[config.mk]
export PLATFORM = sky130hd
export DESIGN_NAME = battery_charge_monitor_policy
export DESIGN_NICKNAME = d
export VERILOG_FILES = /design/src/rtl/core/bcmp_pkg.sv /design/src/rtl/core/bcmp_cfg.sv /design/src/rtl/core/bcmp_eval.sv /design/src/rtl/core/battery_charge_monitor_policy.sv
export SDC_FILE = /design/constraint.sdc
export NUM_CORES = 1
export LEC_CHECK = 0
export BUFFER_PORTS_ARGS = -buffer_cell sky130_fd_sc_hd__buf_2
export CORE_ASPECT_RATIO = 1.5
export CORE_MARGIN = 4
export CORE_UTILIZATION = 50
export DETAILED_ROUTE_END_ITERATION = 8
export MAX_ROUTING_LAYER = met4
export PLACE_DENSITY_LB_ADDON = 0.08
export RECOVER_POWER = 50
export SETUP_SLACK_MARGIN = 0.1
export SLEW_MARGIN = 20
export SYNTH_ARGS = -nofsm -noshare
export SYNTH_HDL_FRONTEND = slang
export SYNTH_SLANG_ARGS = --single-unit
export TNS_END_PERCENT = 5
[constraint.sdc]
create_clock -name clk_i -period 3 [get_ports clk_i]
set_input_delay 0.15 -clock clk_i [delete_from_list [all_inputs] [get_ports clk_i]]
set_output_delay 0.15 -clock clk_i [all_outputs]
set_load 0.01 [all_outputs]
[src/rtl/core/bcmp_pkg.sv]
`timescale 1ns / 1ps

package bcmp_pkg;

  // Status word bit positions.
  localparam int unsigned BitOvertemp     = 12;
  localparam int unsigned BitDischarging  = 6;
  localparam int unsigned BitFull         = 5;
  localparam logic [15:0] StatusAllOnes   = 16'hffff;

  // State reset values and counter ceiling.
  localparam logic [15:0] SocReset        = 16'd50;
  localparam logic [3:0]  CountMax        = 4'd15;

  // LED pattern codes.
  localparam logic [2:0] LedSteadyErr     = 3'd0;
  localparam logic [2:0] LedHeartbeat     = 3'd1;
  localparam logic [2:0] LedWarning       = 3'd2;
  localparam logic [2:0] LedSteadyLow     = 3'd3;
  localparam logic [2:0] LedTriple        = 3'd4;
  localparam logic [2:0] LedDouble        = 3'd5;
  localparam logic [2:0] LedUnchanged     = 3'd6;

  // Configuration register indexes.
  localparam logic [2:0] CfgShutdownSoc     = 3'd0;
  localparam logic [2:0] CfgShutdownPrevSoc = 3'd1;
  localparam logic [2:0] CfgBlinkSoc        = 3'd2;
  localparam logic [2:0] CfgBlinkPrevSoc    = 3'd3;
  localparam logic [2:0] CfgWarnSoc         = 3'd4;
  localparam logic [2:0] CfgWarnPrevSoc     = 3'd5;
  localparam logic [2:0] CfgOvertempLimit   = 3'd6;

  // Configuration register reset values.
  localparam logic [6:0] RstShutdownSoc     = 7'd8;
  localparam logic [6:0] RstShutdownPrevSoc = 7'd10;
  localparam logic [6:0] RstBlinkSoc        = 7'd10;
  localparam logic [6:0] RstBlinkPrevSoc    = 7'd12;
  localparam logic [6:0] RstWarnSoc         = 7'd15;
  localparam logic [6:0] RstWarnPrevSoc     = 7'd17;
  localparam logic [3:0] RstOvertempLimit   = 4'd4;

  typedef struct packed {
    logic [6:0] shutdown_soc;
    logic [6:0] shutdown_prev_soc;
    logic [6:0] blink_soc;
    logic [6:0] blink_prev_soc;
    logic [6:0] warn_soc;
    logic [6:0] warn_prev_soc;
    logic [3:0] overtemp_limit;
  } cfg_t;

  typedef struct packed {
    logic       shutdown_request;
    logic [2:0] led_pattern;
    logic       display_blink;
    logic       charger_disable;
    logic       status_bad;
  } result_t;

endpackage

[src/rtl/core/bcmp_cfg.sv]
`timescale 1ns / 1ps

module bcmp_cfg (
  input  logic                clk_i,
  input  logic                rst_ni,
  input  logic                cfg_valid_i,
  output logic                cfg_ready_o,
  input  logic [2:0]          cfg_index_i,
  input  logic [6:0]          cfg_data_i,
  output bcmp_pkg::cfg_t      cfg_o
);

  bcmp_pkg::cfg_t cfg_q, cfg_d;

  // Writes are always taken; an index past the last register is dropped.
  assign cfg_ready_o = 1'b1;

  always_comb begin
    cfg_d = cfg_q;
    if (cfg_valid_i) begin
      case (cfg_index_i)
        bcmp_pkg::CfgShutdownSoc:     cfg_d.shutdown_soc      = cfg_data_i;
        bcmp_pkg::CfgShutdownPrevSoc: cfg_d.shutdown_prev_soc = cfg_data_i;
        bcmp_pkg::CfgBlinkSoc:        cfg_d.blink_soc         = cfg_data_i;
        bcmp_pkg::CfgBlinkPrevSoc:    cfg_d.blink_prev_soc    = cfg_data_i;
        bcmp_pkg::CfgWarnSoc:         cfg_d.warn_soc          = cfg_data_i;
        bcmp_pkg::CfgWarnPrevSoc:     cfg_d.warn_prev_soc     = cfg_data_i;
        bcmp_pkg::CfgOvertempLimit:   cfg_d.overtemp_limit    = cfg_data_i[3:0];
        default:                      cfg_d = cfg_q;
      endcase
    end
  end

  always_ff @(posedge clk_i or negedge rst_ni) begin
    if (!rst_ni) begin
      cfg_q.shutdown_soc      <= bcmp_pkg::RstShutdownSoc;
      cfg_q.shutdown_prev_soc <= bcmp_pkg::RstShutdownPrevSoc;
      cfg_q.blink_soc         <= bcmp_pkg::RstBlinkSoc;
      cfg_q.blink_prev_soc    <= bcmp_pkg::RstBlinkPrevSoc;
      cfg_q.warn_soc          <= bcmp_pkg::RstWarnSoc;
      cfg_q.warn_prev_soc     <= bcmp_pkg::RstWarnPrevSoc;
      cfg_q.overtemp_limit    <= bcmp_pkg::RstOvertempLimit;
    end else begin
      cfg_q <= cfg_d;
    end
  end

  assign cfg_o = cfg_q;

endmodule

[src/rtl/core/bcmp_eval.sv]
`timescale 1ns / 1ps

module bcmp_eval (
  input  logic [15:0]         status_word_i,
  input  logic                status_nack_i,
  input  logic [15:0]         soc_value_i,
  input  logic [15:0]         prev_soc_i,
  input  logic [3:0]          count_i,
  input  bcmp_pkg::cfg_t      cfg_i,
  output bcmp_pkg::result_t   res_o,
  output logic [15:0]         prev_soc_o,
  output logic [3:0]          count_o
);

  logic       bad;
  logic       overtemp;
  logic       discharging;
  logic       full;
  logic [3:0] count_inc;
  logic       hit_shutdown;
  logic       hit_blink;
  logic       hit_warn;

  assign bad         = status_nack_i || (status_word_i == bcmp_pkg::StatusAllOnes);
  assign overtemp    = status_word_i[bcmp_pkg::BitOvertemp];
  assign discharging = status_word_i[bcmp_pkg::BitDischarging];
  assign full        = status_word_i[bcmp_pkg::BitFull];

  // Saturating over-temperature count.
  assign count_inc = (count_i < bcmp_pkg::CountMax) ? count_i + 4'd1 : count_i;

  // Threshold pairs, compared as plain unsigned values.
  assign hit_shutdown = (soc_value_i <= {9'd0, cfg_i.shutdown_soc}) &&
                        (prev_soc_i  <= {9'd0, cfg_i.shutdown_prev_soc});
  assign hit_blink    = (soc_value_i <= {9'd0, cfg_i.blink_soc}) &&
                        (prev_soc_i  <= {9'd0, cfg_i.blink_prev_soc});
  assign hit_warn     = (soc_value_i <= {9'd0, cfg_i.warn_soc}) &&
                        (prev_soc_i  <= {9'd0, cfg_i.warn_prev_soc});

  always_comb begin
    res_o.shutdown_request = 1'b0;
    res_o.led_pattern      = bcmp_pkg::LedSteadyErr;
    res_o.display_blink    = 1'b0;
    res_o.charger_disable  = 1'b0;
    res_o.status_bad       = bad;
    prev_soc_o             = prev_soc_i;
    count_o                = count_i;

    if (!bad) begin
      // Over-temperature tracking.
      if (overtemp) begin
        count_o = count_inc;
        if (count_inc >= cfg_i.overtemp_limit) begin
          res_o.shutdown_request = 1'b1;
        end
      end else begin
        count_o = 4'd0;
      end

      // Charge policy.
      if (discharging) begin
        if (hit_shutdown) begin
          res_o.shutdown_request = 1'b1;
          res_o.led_pattern      = bcmp_pkg::LedUnchanged;
        end else if (hit_blink) begin
          res_o.display_blink    = 1'b1;
          res_o.led_pattern      = bcmp_pkg::LedSteadyLow;
        end else if (hit_warn) begin
          res_o.led_pattern      = bcmp_pkg::LedWarning;
        end else begin
          res_o.led_pattern      = bcmp_pkg::LedHeartbeat;
        end
        prev_soc_o = soc_value_i;
      end else if (full) begin
        res_o.charger_disable = 1'b1;
        res_o.led_pattern     = bcmp_pkg::LedTriple;
      end else begin
        res_o.led_pattern     = bcmp_pkg::LedDouble;
      end
    end
  end

endmodule

[src/rtl/core/battery_charge_monitor_policy.sv]
`timescale 1ns / 1ps

// Battery charge monitor policy. Each poll beat (status word, nack flag,
// charge) yields one result beat (shutdown request, LED pattern, display
// blink, charger disable, bad-read flag). The block takes one poll per
// cycle at full rate while results are taken. A poll is held in the input
// register, and the decision logic feeds the result register, which offers
// the result beat. While the result is held off, one more poll can wait in
// the input register before the poll side stalls. The stored charge and the
// over-temperature count update as a poll leaves the input register, so
// back-to-back polls see each other's state in order. Configuration writes
// are taken in any cycle and must only be issued while no poll is in flight.
module battery_charge_monitor_policy (
  input  logic        clk_i,
  input  logic        rst_ni,
  // Poll stream
  input  logic        s_axis_tvalid,
  output logic        s_axis_tready,
  input  logic [31:0] s_axis_tdata,   // [15:0] status_word, [31:16] soc_value
  input  logic [0:0]  s_axis_tuser,   // [0] status_nack
  // Result stream
  output logic        m_axis_tvalid,
  input  logic        m_axis_tready,
  output logic [7:0]  m_axis_tdata,   // [0] shutdown_request, [3:1] led_pattern,
                                      // [4] display_blink, [5] charger_disable,
                                      // [7:6] zero
  output logic [0:0]  m_axis_tuser,   // [0] status_bad
  // Configuration write channel
  input  logic        cfg_valid_i,
  output logic        cfg_ready_o,
  input  logic [2:0]  cfg_index_i,
  input  logic [6:0]  cfg_data_i
);

  bcmp_pkg::cfg_t    cfg;
  bcmp_pkg::result_t res;
  bcmp_pkg::result_t res_q;

  logic        in_valid_q;
  logic [15:0] in_status_q;
  logic        in_nack_q;
  logic [15:0] in_soc_q;
  logic        out_valid_q;
  logic [15:0] prev_soc_q, prev_soc_d;
  logic [3:0]  count_q, count_d;
  logic        out_free;
  logic        advance;

  bcmp_cfg u_cfg (
    .clk_i       (clk_i),
    .rst_ni      (rst_ni),
    .cfg_valid_i (cfg_valid_i),
    .cfg_ready_o (cfg_ready_o),
    .cfg_index_i (cfg_index_i),
    .cfg_data_i  (cfg_data_i),
    .cfg_o       (cfg)
  );

  bcmp_eval u_eval (
    .status_word_i (in_status_q),
    .status_nack_i (in_nack_q),
    .soc_value_i   (in_soc_q),
    .prev_soc_i    (prev_soc_q),
    .count_i       (count_q),
    .cfg_i         (cfg),
    .res_o         (res),
    .prev_soc_o    (prev_soc_d),
    .count_o       (count_d)
  );

  // Handshake: the input register moves on whenever the result slot is free.
  assign out_free      = !out_valid_q || m_axis_tready;
  assign advance       = in_valid_q && out_free;
  assign s_axis_tready = !in_valid_q || out_free;

  // Input register.
  always_ff @(posedge clk_i or negedge rst_ni) begin
    if (!rst_ni) begin
      in_valid_q <= 1'b0;
    end else if (s_axis_tready) begin
      in_valid_q <= s_axis_tvalid;
    end
  end

  always_ff @(posedge clk_i) begin
    if (s_axis_tready && s_axis_tvalid) begin
      in_status_q <= s_axis_tdata[15:0];
      in_soc_q    <= s_axis_tdata[31:16];
      in_nack_q   <= s_axis_tuser[0];
    end
  end

  // Policy state, updated as each poll is evaluated.
  always_ff @(posedge clk_i or negedge rst_ni) begin
    if (!rst_ni) begin
      prev_soc_q <= bcmp_pkg::SocReset;
      count_q    <= 4'd0;
    end else if (advance) begin
      prev_soc_q <= prev_soc_d;
      count_q    <= count_d;
    end
  end

  // Result register.
  always_ff @(posedge clk_i or negedge rst_ni) begin
    if (!rst_ni) begin
      out_valid_q <= 1'b0;
    end else if (out_free) begin
      out_valid_q <= in_valid_q;
    end
  end

  always_ff @(posedge clk_i) begin
    if (advance) begin
      res_q <= res;
    end
  end

  assign m_axis_tvalid = out_valid_q;
  assign m_axis_tdata  = {2'b00, res_q.charger_disable, res_q.display_blink,
                          res_q.led_pattern, res_q.shutdown_request};
  assign m_axis_tuser  = res_q.status_bad;

  // A bad read leaves every action field clear.
  assert property (@(posedge clk_i) disable iff (!rst_ni)
    (m_axis_tvalid && m_axis_tuser[0]) |-> (m_axis_tdata[5:0] == 6'd0))
    else $error("bad read result carries an action");

  // Charger disable only comes with the full-charge pattern.
  assert property (@(posedge clk_i) disable iff (!rst_ni)
    (m_axis_tvalid && m_axis_tdata[5]) |->
      (m_axis_tdata[3:1] == bcmp_pkg::LedTriple && !m_axis_tdata[4]))
    else $error("charger disable without full pattern");

  // Display blink only comes with the low-charge steady pattern.
  assert property (@(posedge clk_i) disable iff (!rst_ni)
    (m_axis_tvalid && m_axis_tdata[4]) |->
      (m_axis_tdata[3:1] == bcmp_pkg::LedSteadyLow))
    else $error("display blink with wrong pattern");

  // A held poll stays in the input register until the result slot frees.
  assert property (@(posedge clk_i) disable iff (!rst_ni)
    (in_valid_q && !out_free) |=> (in_valid_q && $stable(in_status_q)))
    else $error("stalled poll lost from input register");

endmodule

==> summary.md, run 1 <==
| Metric | Value |
|---|---|
| Status | `finished, violations left` |
| Failing checks | `capacitance limit, slew limit` |
| Antenna Nets Post-Route | `0` |
| Clock Latency Late Sink | `0.34 ns` |
| Setup slack, reg-to-reg | `0.66 ns` |
| Unrepaired setup endpoints after global routing | `false` |
| Layout cell share with drive strength beyond 1 | `23.69%` |
| Average detailed-routed wire length per instance | `15.81 um` |
| Clock tree from TritonCTS | `done` |
| Clock-pin slew on the worst setup and hold paths | `0.07 ns` |
| HP Class | `input port to register` |
| Resized Gates After CTS | `0` |
| End of the critical path | `m_axis_tdata[0]` |
| Starting Density | `51.44%` |
| Setup CP Type | `register to register` |
| Slew margin rel. | `-3.122%` |
| DRC viols | `0` |
| Number of buffers on the longest clock path | `2` |
| Total Wirelength | `10700 um` |
| Share of flip-flops with an asynchronous set or reset after synthesis | `62.96%` |
| Floorplan die width | `91.61 um` |
| Starting DRC count in detailed routing | `136` |
| Worst Tran Pin Value | `1.547 ns` |
| Post-Synthesis Cells | `432` |
| Cell class contributing the biggest share of worst-path delay | `compound AO/OA/AOI/OAI gates` |
| Area Overhead vs Synth | `19.95%` |
| Worst path required time | `3.09 ns` |
| Standard cell with the maximum stage delay on the critical path | `sky130_fd_sc_hd__dfrtp_1` |
| Final number of hold-violating endpoints | `0` |
| Maximum clock frequency | `0.4266 GHz` |
| Number of distinct standard cells referenced by the synthesized netlist | `39` |
| Max-slew violation count | `29` |
| Worst clock skew on the final layout | `0.006922 ns` |
| Buffers on Ports | `56` |
| Routability cong. | `0.8386` |
| Max capacitance violation total | `1` |
| Crit path buf inv count | `0` |
| Clk sinks | `108` |
| Static Leakage | `2.709 nW` |
| I/O pin total | `60` |
| Type of origin of the critical path | `register` |
| Chip Height | `133.4 um` |
| Count of flip-flops with a built-in enable after synthesis | `40` |
| Area of the mapped netlist | `5243 um2` |
| Sequential area share after synthesis | `55.78%` |
| Total number of placement rows | `45` |
| Ratio of routed vias to standard cells | `5.129` |
| Number of warnings printed during yosys synthesis | `0` |
| Library cell with the largest summed area after synthesis | `sky130_fd_sc_hd__dfrtp_1` |
| Final HPWL DP | `7771 um` |
| First-pass GRT wire length | `17970 um` |
| Number of antenna violations at the first check in global routing | `0` |
| Area share of the largest cell type after synthesis | `24.34%` |
| CTS root buf | `sky130_fd_sc_hd__clkbuf_16` |
| Final cycle utilization of the critical path | `78.13%` |
| Number of filler instances in the final layout | `840` |
| Vias in the first global route | `3683` |
| Data arrival time at the worst-slack endpoint | `2.43 ns` |
| Critical path endpoint category | `register` |
| CP Cell Sequence | `ha_1 -> nand3_1 -> xnor2_1 -> ha_1 -> nand2b_1 -> a21o_1 -> a21oi_1 -> nor2b_1 -> o21ai_0 -> a21oi_1` |
| Maximum fanout along the worst path | `5` |
| Number of setup violations in the final report | `0` |
| Remaining Overflow, GRT | `0` |
| Total Routing Usage GR | `19.49%` |
| Largest incremental delay on the critical path | `0.44 ns` |
| Buffer count from post-CTS setup fixing | `0` |
| Detailed-routing iteration count for the pre-antenna-repair pass | `4` |
| FF-to-FF Start | `count_q[0]` |
| Final-layout setup total negative slack | `0 ns` |
| Max rail drop VDD | `0.0003991 V` |
| Largest net degree at the start of global routing | `41` |
| Largest cells by area after synthesis | `sky130_fd_sc_hd__dfrtp_1 24%, sky130_fd_sc_hd__edfxtp_1 23%, sky130_fd_sc_hd__ha_1 11%` |
| Via total after detailed routing | `3472` |
| Number of cells on the worst reg-to-reg path | `10` |
| Number of buffers created by CTS | `9` |
| Critical path depth in cells | `10` |
| Core footprint | `10190 um2` |
| Htree depth | `3` |
| Synth Flop Type | `sky130_fd_sc_hd__dfrtp_1` |
| Average footprint of a synthesized cell | `12.14 um2` |
| Total power divided by cell area | `630.4 nW/um2` |
| Period minus WS final | `2.344 ns` |
| Setup crit start | `count_q[0]` |
| Register bit total from synthesis | `108` |
| Tot Pwr | `3.965 mW` |
| Net count of the finished layout | `626` |
| Ant diodes | `0` |
| Crit Reg-Reg Endpoint | `m_axis_tdata[0]` |
| Area enclosed by the die boundary | `12220 um2` |
[synth_stat cells (2+ instances only)]
library cell,instances
sky130_fd_sc_hd__dfrtp_1,51
sky130_fd_sc_hd__ha_1,47
sky130_fd_sc_hd__inv_1,47
sky130_fd_sc_hd__edfxtp_1,40
sky130_fd_sc_hd__o21ai_0,33
sky130_fd_sc_hd__nand2_1,31
sky130_fd_sc_hd__mux2_2,29
sky130_fd_sc_hd__dfstp_2,17
sky130_fd_sc_hd__a21oi_1,15
sky130_fd_sc_hd__nand4_1,10
sky130_fd_sc_hd__nor2_1,10
sky130_fd_sc_hd__nand4b_1,9
sky130_fd_sc_hd__nor2b_1,9
sky130_fd_sc_hd__a211oi_1,8
sky130_fd_sc_hd__mux2_4,8
sky130_fd_sc_hd__nand2b_1,8
sky130_fd_sc_hd__nand3_1,8
sky130_fd_sc_hd__a21o_1,7
sky130_fd_sc_hd__clkbuf_1,6
sky130_fd_sc_hd__o211ai_1,6
sky130_fd_sc_hd__nor3_1,4
sky130_fd_sc_hd__nor3b_1,4
sky130_fd_sc_hd__nor4_1,4
sky130_fd_sc_hd__buf_4,3
sky130_fd_sc_hd__and2_1,2
sky130_fd_sc_hd__buf_6,2
sky130_fd_sc_hd__conb_1,2
[power by group]
group	switching [mW]	internal (mW)	leakage (nW)
logic	0.449	0.454	1.41
clock network	0.531	0.569	0.122
registers	0.144	1.82	1.18
total	1.12	2.84	2.71
[how the worst min path moves through the flow]
| stage | depth (start not counted) | to | startpoint | slack (ns) |
|---|---|---|---|---|
| floorplan | 0 | count_q[0] | rst_ni | -0.15 |
| global placement | 2 | u_cfg.cfg_o[36] | rst_ni | 0.21 |
| detailed placement | 2 | u_cfg.cfg_o[36] | rst_ni | 0.21 |
| CTS | 2 | in_valid_q | s_axis_tvalid | 0.02 |
| global route | 2 | in_valid_q | s_axis_tvalid | 0.008 |
| finish | 2 | in_valid_q | s_axis_tvalid | 0.02 |
[layout by cell type, fill, tap and decap left out, types with 9 or more instances in the layout]
cell	n
sky130_fd_sc_hd__dfrtp_1	51
sky130_fd_sc_hd__nor2_1	10
sky130_fd_sc_hd__mux2_2	29
sky130_fd_sc_hd__buf_2	52
sky130_fd_sc_hd__nor2b_1	9
sky130_fd_sc_hd__edfxtp_1	40
sky130_fd_sc_hd__nand2_1	31
sky130_fd_sc_hd__inv_1	47
sky130_fd_sc_hd__clkbuf_16	9
sky130_fd_sc_hd__dlygate4sd3_1	34
sky130_fd_sc_hd__clkbuf_1	10
sky130_fd_sc_hd__o21ai_0	33
sky130_fd_sc_hd__nand4b_1	9
sky130_fd_sc_hd__dfstp_2	16
sky130_fd_sc_hd__a21oi_1	15
sky130_fd_sc_hd__ha_1	47
sky130_fd_sc_hd__nand4_1	10
[stage by stage]
stage               instance area (um2)  utilization (%)  hold slack, ns  setup slack [ns]  instances
global route                       6289            61.71        0.008374            0.4038        677
detailed placement                 5695            55.89          0.2055            0.6255        627
CTS                                6312            61.94         0.01633            0.6161        677
floorplan                          5246                -         -0.1456            0.8953        433
global placement                   5695            55.89          0.2056            0.6785        627
finish                             6289            61.71         0.02475            0.6562        677
[state kept, by name (all words and copies together) (netlist names)]
signal and count:
count_q 4, in_nack_q 1, in_soc_q 16, in_status_q 16, in_valid_q 1, m_axis_tdata 6
m_axis_tuser 1, m_axis_tvalid 1, prev_soc_q 16, u_cfg.cfg_o 46
[repair_timing]
item	in CTS	in global routing
endpoints found under the hold margin	84	0
hold buffers	34	0
setup endpoints to repair	0	0
[area by class of cell]
class | count | area (um2) | area share (%)
Clock buffer | 10 | 229.0 | 3.641
Clock inverter | 6 | 47.55 | 0.7561
Inverter | 47 | 176.4 | 2.805
Multi-Input combinational cell | 267 | 2078 | 33.05
Sequential cell | 108 | 2924 | 46.50
Tap cell | 141 | 176.4 | 2.805
Timing Repair Buffer | 98 | 656.9 | 10.45
[cells by family (layout without fill, tap and decap cells)]
family	count (synthesis)	after routing	synth area share [%]
xor+xnor	1	1	0.1671
flops	108	108	55.78
buf+inv	58	161	4.654
fa+ha+maj	47	47	11.22
compound gates	72	72	8.138
mux	38	38	8.711
simple gates	106	106	11.19
other cells	2	3	0.1433
[metal layers]
metal | track usage, % | wire length [um] | part of all wire [%] | up-vias
met2 | 35.26 | 5924 | 55 | 54
met5 | - | 0 | 0 | -
met4 | 6.040 | 163 | 1.5 | 0
met1 | 21.71 | 4357 | 41 | 1674
li1 | - | - | - | 1729
met3 | 3.277 | 257 | 2.4 | 15
No activity file was read; power rests on OpenSTA's default activity.
==> run 2: changes to the inputs <==
- ABC_AREA: unset -> 1
- clock period: 3 -> 2.05 ns (I/O delays scaled with it)
==> summary.md, run 2 <==
| Metric | Value |
|---|---|
| Status | `finished, violations left` |
| Failing checks | `capacitance limit, slew limit` |
| Total Wirelength | `12320 um (+15%)` |
| Hold Slack | `0.02106 ns (-0.003687 ns)` |
| Average detailed-routed wire length per instance | `14.79 um (-6.4%)` |
| HP Class | `input port to register` |
| Register bit total from synthesis | `108 (unchanged)` |
| Max rail drop VDD | `0.0005760 V (+44%)` |
| Period minus WS final | `1.953 ns (-0.3906 ns)` |
| Sequential area share after synthesis | `54.19% (-1.6 points)` |
| Average footprint of a synthesized cell | `9.256 um2 (-24%)` |
| Remaining Overflow, GRT | `0 (unchanged)` |
| Proportion of power drawn by the clock network | `29.4% (+1.6 points)` |
| Worst clock skew on the final layout | `0.01052 ns (+0.003600 ns)` |
| Switching share of power | `31.50% (+3.2 points)` |
| Ratio of routed vias to standard cells | `4.958 (-3.3%)` |
| Htree depth | `3 (unchanged)` |
| Net count of the finished layout | `778 (+24%)` |
| CP Cell Sequence | `buf_4 -> inv_1 -> nor3_1 -> o21ai_1 -> o21ai_1 -> ha_1 -> a21oi_2 -> nand3_1 -> nand3_1 -> o21ai_1` |
| Slew margin rel. | `-1.221% (+1.9 points)` |
| Count of flip-flops with a built-in enable after synthesis | `40 (unchanged)` |
| Cell repeated most along the worst path | `sky130_fd_sc_hd__o21ai_1` |
| Clock tree from TritonCTS | `done` |
| Standard cell with the maximum stage delay on the critical path | `sky130_fd_sc_hd__dfrtp_1` |
| Total power divided by cell area | `1003 nW/um2 (+59%)` |
| Largest incremental delay on the critical path | `0.37 ns (-0.07 ns)` |
| Number of antenna violations at the first check in global routing | `0 (unchanged)` |
| Max capacitance violation total | `1 (unchanged)` |
| Area of the mapped netlist | `5396 um2 (+2.9%)` |
| Type of origin of the critical path | `register` |
| Via total after detailed routing | `4130 (+19%)` |
| Static Leakage | `3.237 nW (+19%)` |
| Total number of placement rows | `46 (+2.2%)` |
| Unrepaired setup endpoints after global routing | `true` |
| Number of warnings printed during yosys synthesis | `0 (unchanged)` |
| Cell class contributing the biggest share of worst-path delay | `compound AO/OA/AOI/OAI gates` |
| Number of buffers created by CTS | `9 (unchanged)` |
| Clk sinks | `108 (unchanged)` |
| Most used standard cell by instance count after synthesis | `sky130_fd_sc_hd__nand2_1` |
| Number of distinct standard cells referenced by the synthesized netlist | `26 (-33%)` |
| Worst path required time | `2.15 ns (-0.94 ns)` |
| Final number of hold-violating endpoints | `0 (unchanged)` |
| Layout cell share with drive strength beyond 1 | `17.88% (-5.8 points)` |
| Comb power frac | `26.2% (+3.4 points)` |
| Clock-pin slew on the worst setup and hold paths | `0.08 ns (about the same)` |
| Maximum clock frequency | `0.5120 GHz (+20%)` |
| Post-layout instance area | `6600 um2 (+5.0%)` |
| Area enclosed by the die boundary | `12550 um2 (+2.7%)` |
| Share of flip-flops with an asynchronous set or reset after synthesis | `62.96% (unchanged)` |
| CTS root buf | `sky130_fd_sc_hd__clkbuf_16` |
| Setup CP Type | `register to register` |
| Number of setup violations in the final report | `0 (unchanged)` |
| Largest cells by area after synthesis | `sky130_fd_sc_hd__dfrtp_1 24%, sky130_fd_sc_hd__edfxtp_1 22%, sky130_fd_sc_hd__nand2_1 11%` |
| Clock Latency Late Sink | `0.35 ns (about the same)` |
| Antenna Nets Post-Route | `0 (unchanged)` |
| First-pass GRT wire length | `20490 um (+14%)` |
| DRC viols | `0 (unchanged)` |
| Chip Height | `135.2 um (+1.4%)` |
| Total Routing Usage GR | `22.02% (+2.5 points)` |
| Synth Flop Type | `sky130_fd_sc_hd__dfrtp_1` |
| Crit path buf inv count | `2 (+2)` |
| Buffers on Ports | `56 (unchanged)` |
| Starting Density | `50.96% (-0.49 points)` |
| Worst-case setup slack after placement | `-0.007028 ns (-0.6325 ns)` |
| Detailed-routing iteration count for the pre-antenna-repair pass | `4 (unchanged)` |
| Maximum fanout along the worst path | `3 (-2)` |
| I/O pin total | `60 (unchanged)` |
| Internal power summed over all cells | `4.534 mW (+60%)` |
| Final cycle utilization of the critical path | `95.28% (+17 points)` |
| Final standard cell utilization of the core | `62.32% (+0.62 points)` |
| Switching power total | `2.085 mW (+86%)` |
| Critical path endpoint category | `register` |
| Floorplan die width | `92.83 um (+1.3%)` |
| Worst Tran Pin Value | `1.518 ns (-0.02852 ns)` |
| Largest net degree at the start of global routing | `69 (+68%)` |
| Starting DRC count in detailed routing | `231 (+70%)` |
| Final critical-path setup slack | `0.09674 ns (-0.5594 ns)` |
| Max-slew violation count | `69 (+140%)` |
| Most used cells in the layout excluding fill and tap cells | `155 x sky130_fd_sc_hd__nand2_1, 98 x sky130_fd_sc_hd__inv_1, 57 x sky130_fd_sc_hd__o21ai_0, 55 x sky130_fd_sc_hd__buf_2, 51 x sky130_fd_sc_hd__dfrtp_1` |
| Final HPWL DP | `8790 um (+13%)` |
| Largest register FFs | `46 (unchanged)` |
| Area share of the largest cell type after synthesis | `23.65% (-0.69 points)` |
| Cell Area, Placed | `5836 um2 (+2.5%)` |
| Routability cong. | `0.8588 (+2.4%)` |
| Area Overhead vs Synth | `22.30%` |
| Most common cell after layout, fill and taps aside | `sky130_fd_sc_hd__nand2_1` |
| Leading cell types by count after synthesis | `159 x sky130_fd_sc_hd__nand2_1, 99 x sky130_fd_sc_hd__inv_1, 61 x sky130_fd_sc_hd__o21ai_0` |
| Post-Synthesis Cells | `583 (+35%)` |
| Vias in the first global route | `4277 (+16%)` |
| Core footprint | `10590 um2 (+3.9%)` |
| Number of buffers on the longest clock path | `2 (unchanged)` |
| Library cell with the largest summed area after synthesis | `sky130_fd_sc_hd__dfrtp_1` |
| Data arrival time at the worst-slack endpoint | `2.06 ns (-0.37 ns)` |
| Part of the power in registers | `44.5% (-5.0 points)` |
==> run 2: cell types whose count changed in the layout (fill, tap and decap cells not counted), sizes merged, moves of 23 or more <==
| cell | delta |
|---|---|
| nand2 | +129 |
| inv | +53 |
| o21ai | +38 |
| mux2 | -37 |
| nor2 | +23 |
==> run 2: final cells by class <==
type / count / area (um2)
Fill cell: 970 / 3990
Sequential cell: 108 / 2924
Multi-Input combinational cell: 366 / 2092
Timing Repair Buffer: 99 / 685.7
Inverter: 99 / 371.6
Clock buffer: 9 / 225.2
Tap cell: 144 / 180.2
Clock inverter: 7 / 118.9
Antenna cell: 1 / 2.502
==> run 2: path summary, 6_finish.rpt <==
path                                       from               to  slack, ns  cells after the start
worst max-delay path                 count_q[0]  m_axis_tdata[0]        0.1                     10
worst min-delay path              m_axis_tready    m_axis_tvalid       0.02                      4
worst max register to register       count_q[0]  m_axis_tdata[0]        0.1                     10
worst min register to register  u_cfg.cfg_o[15]  u_cfg.cfg_o[15]       0.49                      2
max in group asynchronous                rst_ni    prev_soc_q[0]       0.38                      3
min in group asynchronous                rst_ni  u_cfg.cfg_o[19]       0.76                      3
==> run 2: through the flow <==
| stage | setup TNS [ns] | power, mW | cells |
|---|---|---|---|
| 2_1_floorplan | 0 | 4.080 | 584 |
| 3_3_place_gp | 0 | 4.504 | 777 |
| 3_5_place_dp | -0.007028 | 4.585 | 777 |
| 4_1_cts | 0 | 6.641 | 830 |
| 5_1_grt | -0.06222 | 7.134 | 832 |
| 6_report | 0 | 6.618 | 833 |
==> run 2: worst reg2reg max path: stages (launching register included) <==
cell and delay, ns:
sky130_fd_sc_hd__dfrtp_1 0.37, sky130_fd_sc_hd__buf_4 0.13, sky130_fd_sc_hd__inv_1 0.04, sky130_fd_sc_hd__nor3_1 0.19
sky130_fd_sc_hd__o21ai_1 0.10, sky130_fd_sc_hd__o21ai_1 0.17, sky130_fd_sc_hd__ha_1 0.32, sky130_fd_sc_hd__a21oi_2 0.15
sky130_fd_sc_hd__nand3_1 0.09, sky130_fd_sc_hd__nand3_1 0.08, sky130_fd_sc_hd__o21ai_1 0.06
==> run 2: kinds of logic (layout without fill, tap and decap cells) <==
| family | Yosys count | count (layout) | synth area share (%) |
|---|---|---|---|
| simple gates | 225 | 225 | 17.13 |
| buf+inv | 110 | 214 | 8.138 |
| flops | 108 | 108 | 54.18 |
| compound gates | 90 | 90 | 9.344 |
| fa+ha+maj | 47 | 47 | 10.90 |
| other cells | 2 | 4 | 0.1392 |
| xor+xnor | 1 | 1 | 0.1623 |
==> run 2: routing by layer <==
metal	track usage, %	vias to the layer above	routed length (um)	part of all wire [%]
met2	39.32	69	6911	56
met1	23.85	1952	4649	38
li1	-	2081	-	-
met4	10.76	0	395	3.2
met5	-	-	0	0
met3	2.946	28	369	3.0
==> run 2: repair_timing <==
action	CTS	global route
setup buffers	2	2
setup endpoints to repair	2	5
endpoints found under the hold margin	85	0
pin swaps	5	6
hold buffers	35	0
gates resized for setup	9	10
==> run 2: power groups by stage <==
stage                     sequential (mW)  combinational [mW]  clock (mW)
after floorplan                      2.90                1.18           0
final                                2.94                1.73        1.94
after CTS                            2.94                1.72        1.98
after detailed placement             2.98                1.60           0
after global routing                 2.99                2.05        2.09
after global placement               2.97                1.54           0
==> run 3: changes to the inputs <==
- HOLD_SLACK_MARGIN: unset -> 0.05
- MAX_ROUTING_LAYER: met4 -> unset
==> summary.md, run 3 (synthesis gave the netlist of run 2 again) <==
| Metric | Value |
|---|---|
| Largest register FFs | `46 (unchanged)` |
| Net count of the finished layout | `778 (unchanged)` |
| Ant diodes | `0 (-1)` |
| Antenna Nets Post-Route | `0 (unchanged)` |
| Unrepaired setup endpoints after global routing | `true` |
| Setup CP Type | `register to register` |
| Number of cells on the worst reg-to-reg path | `12 (+2)` |
| Worst Tran Pin Value | `1.559 ns (+0.04053 ns)` |
| First-pass GRT wire length | `20690 um (+0.94%)` |
| Static Leakage | `3.248 nW (+0.34%)` |
| DRC viols | `0 (unchanged)` |
| Total number of placement rows | `46 (unchanged)` |
| Chip Height | `135.2 um (unchanged)` |
| Hold Slack | `0.1152 ns (+0.09409 ns)` |
| Core footprint | `10590 um2 (unchanged)` |
| Post-layout instance area | `6659 um2 (+0.89%)` |
| Via total after detailed routing | `4104 (-0.63%)` |
| Final HPWL DP | `8717 um (-0.84%)` |
| Clock Latency Late Sink | `0.35 ns (about the same)` |
| Most common cell after layout, fill and taps aside | `sky130_fd_sc_hd__nand2_1` |
| Setup crit start | `count_q[1]` |
| Maximum fanout along the worst path | `4 (+1)` |
| Cells after DPL | `777 (unchanged)` |
| Period minus WS final | `1.970 ns (+0.01651 ns)` |
| Starting DRC count in detailed routing | `193 (-16%)` |
| Largest net degree at the start of global routing | `69 (unchanged)` |
| Number of buffers created by CTS | `9 (unchanged)` |
| Number of setup violations in the final report | `0 (unchanged)` |
| Starting Density | `50.96% (unchanged)` |
| Setup slack, reg-to-reg | `0.08 ns (-0.02 ns)` |
| Htree depth | `3 (unchanged)` |
| Part of the power in registers | `45.6% (+1.1 points)` |
| Number of filler instances in the final layout | `931 (-4.0%)` |
| Total Routing Usage GR | `21.57% (-0.45 points)` |
| Maximum clock frequency | `0.5077 GHz (-0.84%)` |
| Crit Reg-Reg Endpoint | `m_axis_tdata[0]` |
| Max rail drop VDD | `0.0005472 V (-5.0%)` |
| Internal power summed over all cells | `4.323 mW (-4.7%)` |
| Final Non-Filler Cells | `832 (-0.12%)` |
| Min-Delay Path Depth | `3 (-1)` |
| FF-to-FF Start | `count_q[1]` |
| Hold Path End | `u_cfg.cfg_o[10]` |
| Area enclosed by the die boundary | `12550 um2 (unchanged)` |
| Clock-pin slew on the worst setup and hold paths | `0.08 ns (about the same)` |
| Number of antenna violations at the first check in global routing | `0 (unchanged)` |
| Startpoint of the most critical hold path | `cfg_data_i[6]` |
| Sequential cell area in the final layout | `2924 um2 (unchanged)` |
| Switching share of power | `33.30% (+1.8 points)` |
| Worst clock skew on the final layout | `0.009171 ns (-0.001351 ns)` |
| Total Wirelength | `12370 um (+0.40%)` |
| Final number of hold-violating endpoints | `0 (unchanged)` |
| Clk sinks | `108 (unchanged)` |
| Most used cells in the layout excluding fill and tap cells | `144 x sky130_fd_sc_hd__nand2_1, 97 x sky130_fd_sc_hd__inv_1, 57 x sky130_fd_sc_hd__o21ai_0, 52 x sky130_fd_sc_hd__buf_2, 51 x sky130_fd_sc_hd__dfrtp_1` |
| Cell Area, Placed | `5836 um2 (unchanged)` |
| Switching power total | `2.158 mW (+3.5%)` |
| Routability cong. | `0.8419 (-2.0%)` |
| Average detailed-routed wire length per instance | `14.87 um (+0.52%)` |
| Clock tree from TritonCTS | `done` |
| Buffers on Ports | `56 (unchanged)` |
| Total power divided by cell area | `973.3 nW/um2 (-2.9%)` |
| Status | `finished, violations left` |
| Detailed-routing iteration count for the pre-antenna-repair pass | `4 (unchanged)` |
| Worst path required time | `2.15 ns (about the same)` |
| Critical path endpoint category | `register` |
| Type of origin of the critical path | `register` |
| Final critical-path setup slack | `0.08023 ns (-0.01651 ns)` |
| Vias in the first global route | `4312 (+0.82%)` |
| Area taken by multi-input logic gates | `2188 um2 (+4.6%)` |
| Tot Pwr | `6.481 mW (-2.1%)` |
| Floorplan die width | `92.83 um (unchanged)` |
| Comb power frac | `27.4% (+1.2 points)` |
| Failing checks | `capacitance limit, slew limit` |
| Number of buffers on the longest clock path | `2 (unchanged)` |
| Slew margin rel. | `-3.923% (-2.7 points)` |
| I/O pin total | `60 (unchanged)` |
| Worst-case setup slack after placement | `0.01546 ns (+0.02249 ns)` |
| Proportion of power drawn by the clock network | `27.1% (-2.3 points)` |
| Remaining Overflow, GRT | `0 (unchanged)` |
| Max capacitance violation total | `1 (unchanged)` |
| Layout cell share with drive strength beyond 1 | `20.06% (+2.2 points)` |
| Data arrival time at the worst-slack endpoint | `2.07 ns (about the same)` |
| HP Class | `input port to register` |
| Ratio of routed vias to standard cells | `4.933 (-0.51%)` |
| Area Overhead vs Synth | `23.39%` |
| CTS root buf | `sky130_fd_sc_hd__clkbuf_16` |
| Max-slew violation count | `69 (unchanged)` |
| Final cycle utilization of the critical path | `96.09% (+0.81 points)` |
[run 3: power by group through the flow]
stage	Sequential, mW	Combinational (mW)	Clock, mW
2_1_floorplan	2.90	1.18	0
3_3_place_gp	2.97	1.54	0
3_5_place_dp	2.99	1.60	0
4_1_cts	2.94	1.72	1.80
5_1_grt	3.00	2.11	1.89
6_report	2.95	1.77	1.75
[run 3: worst max-delay path: stages (launching register included)]
cell and delay [ns]:
sky130_fd_sc_hd__dfrtp_1 0.41, sky130_fd_sc_hd__ha_2 0.21, sky130_fd_sc_hd__nand2_2 0.06, sky130_fd_sc_hd__inv_2 0.05, sky130_fd_sc_hd__nand2_4 0.07, sky130_fd_sc_hd__buf_4 0.12, sky130_fd_sc_hd__xor2_2 0.15, sky130_fd_sc_hd__inv_1 0.06
sky130_fd_sc_hd__ha_1 0.28, sky130_fd_sc_hd__nand4_1 0.09, sky130_fd_sc_hd__nand3_1 0.08, sky130_fd_sc_hd__nand3_1 0.09, sky130_fd_sc_hd__o21ai_1 0.06
[run 3: how the worst max path moves through the flow]
stage | to | slack, ns | cells past startpoint
2_1_floorplan | m_axis_tdata[0] | 0.15 | 13
3_3_place_gp | m_axis_tdata[0] | 0.06 | 10
3_5_place_dp | m_axis_tdata[0] | 0.02 | 12
4_1_cts | m_axis_tdata[0] | 0.08 | 13
5_1_grt | m_axis_tdata[0] | -0.08 | 13
6_report | m_axis_tdata[0] | 0.08 | 12
[run 3: repair_timing]
item / 4_1_cts / 5_1_grt
endpoints found under the setup margin: 2 / 9
hold buffers: 36 / 0
hold endpoints to repair: 86 / 0
pin swaps: 3 / 27
buffers inserted: 1 / 2
resized for setup: 9 / 32
[run 3: per-stage QoR]
stage,setup TNS (ns),utilization [%]
finish,0,62.88
global route,-0.08055,62.88
CTS,0,61.71
detailed placement,0,55.10
global placement,0,55.10
floorplan,0,-
[run 3: final cells by class]
class | count | area share, %
Sequential cell | 108 | 43.91
Multi-Input combinational cell | 366 | 32.86
Timing Repair Buffer | 99 | 10.28
Inverter | 99 | 5.581
Clock buffer | 9 | 3.382
Tap cell | 144 | 2.706
Clock inverter | 7 | 1.278
[run 3: per-layer routing]
metal	wire (um)	vias to the layer above	global-route usage, %
met5	0	-	0
met4	484	0	10.02
met3	316	31	3.835
met2	6746	73	38.84
met1	4826	1920	24.57
li1	-	2080	-
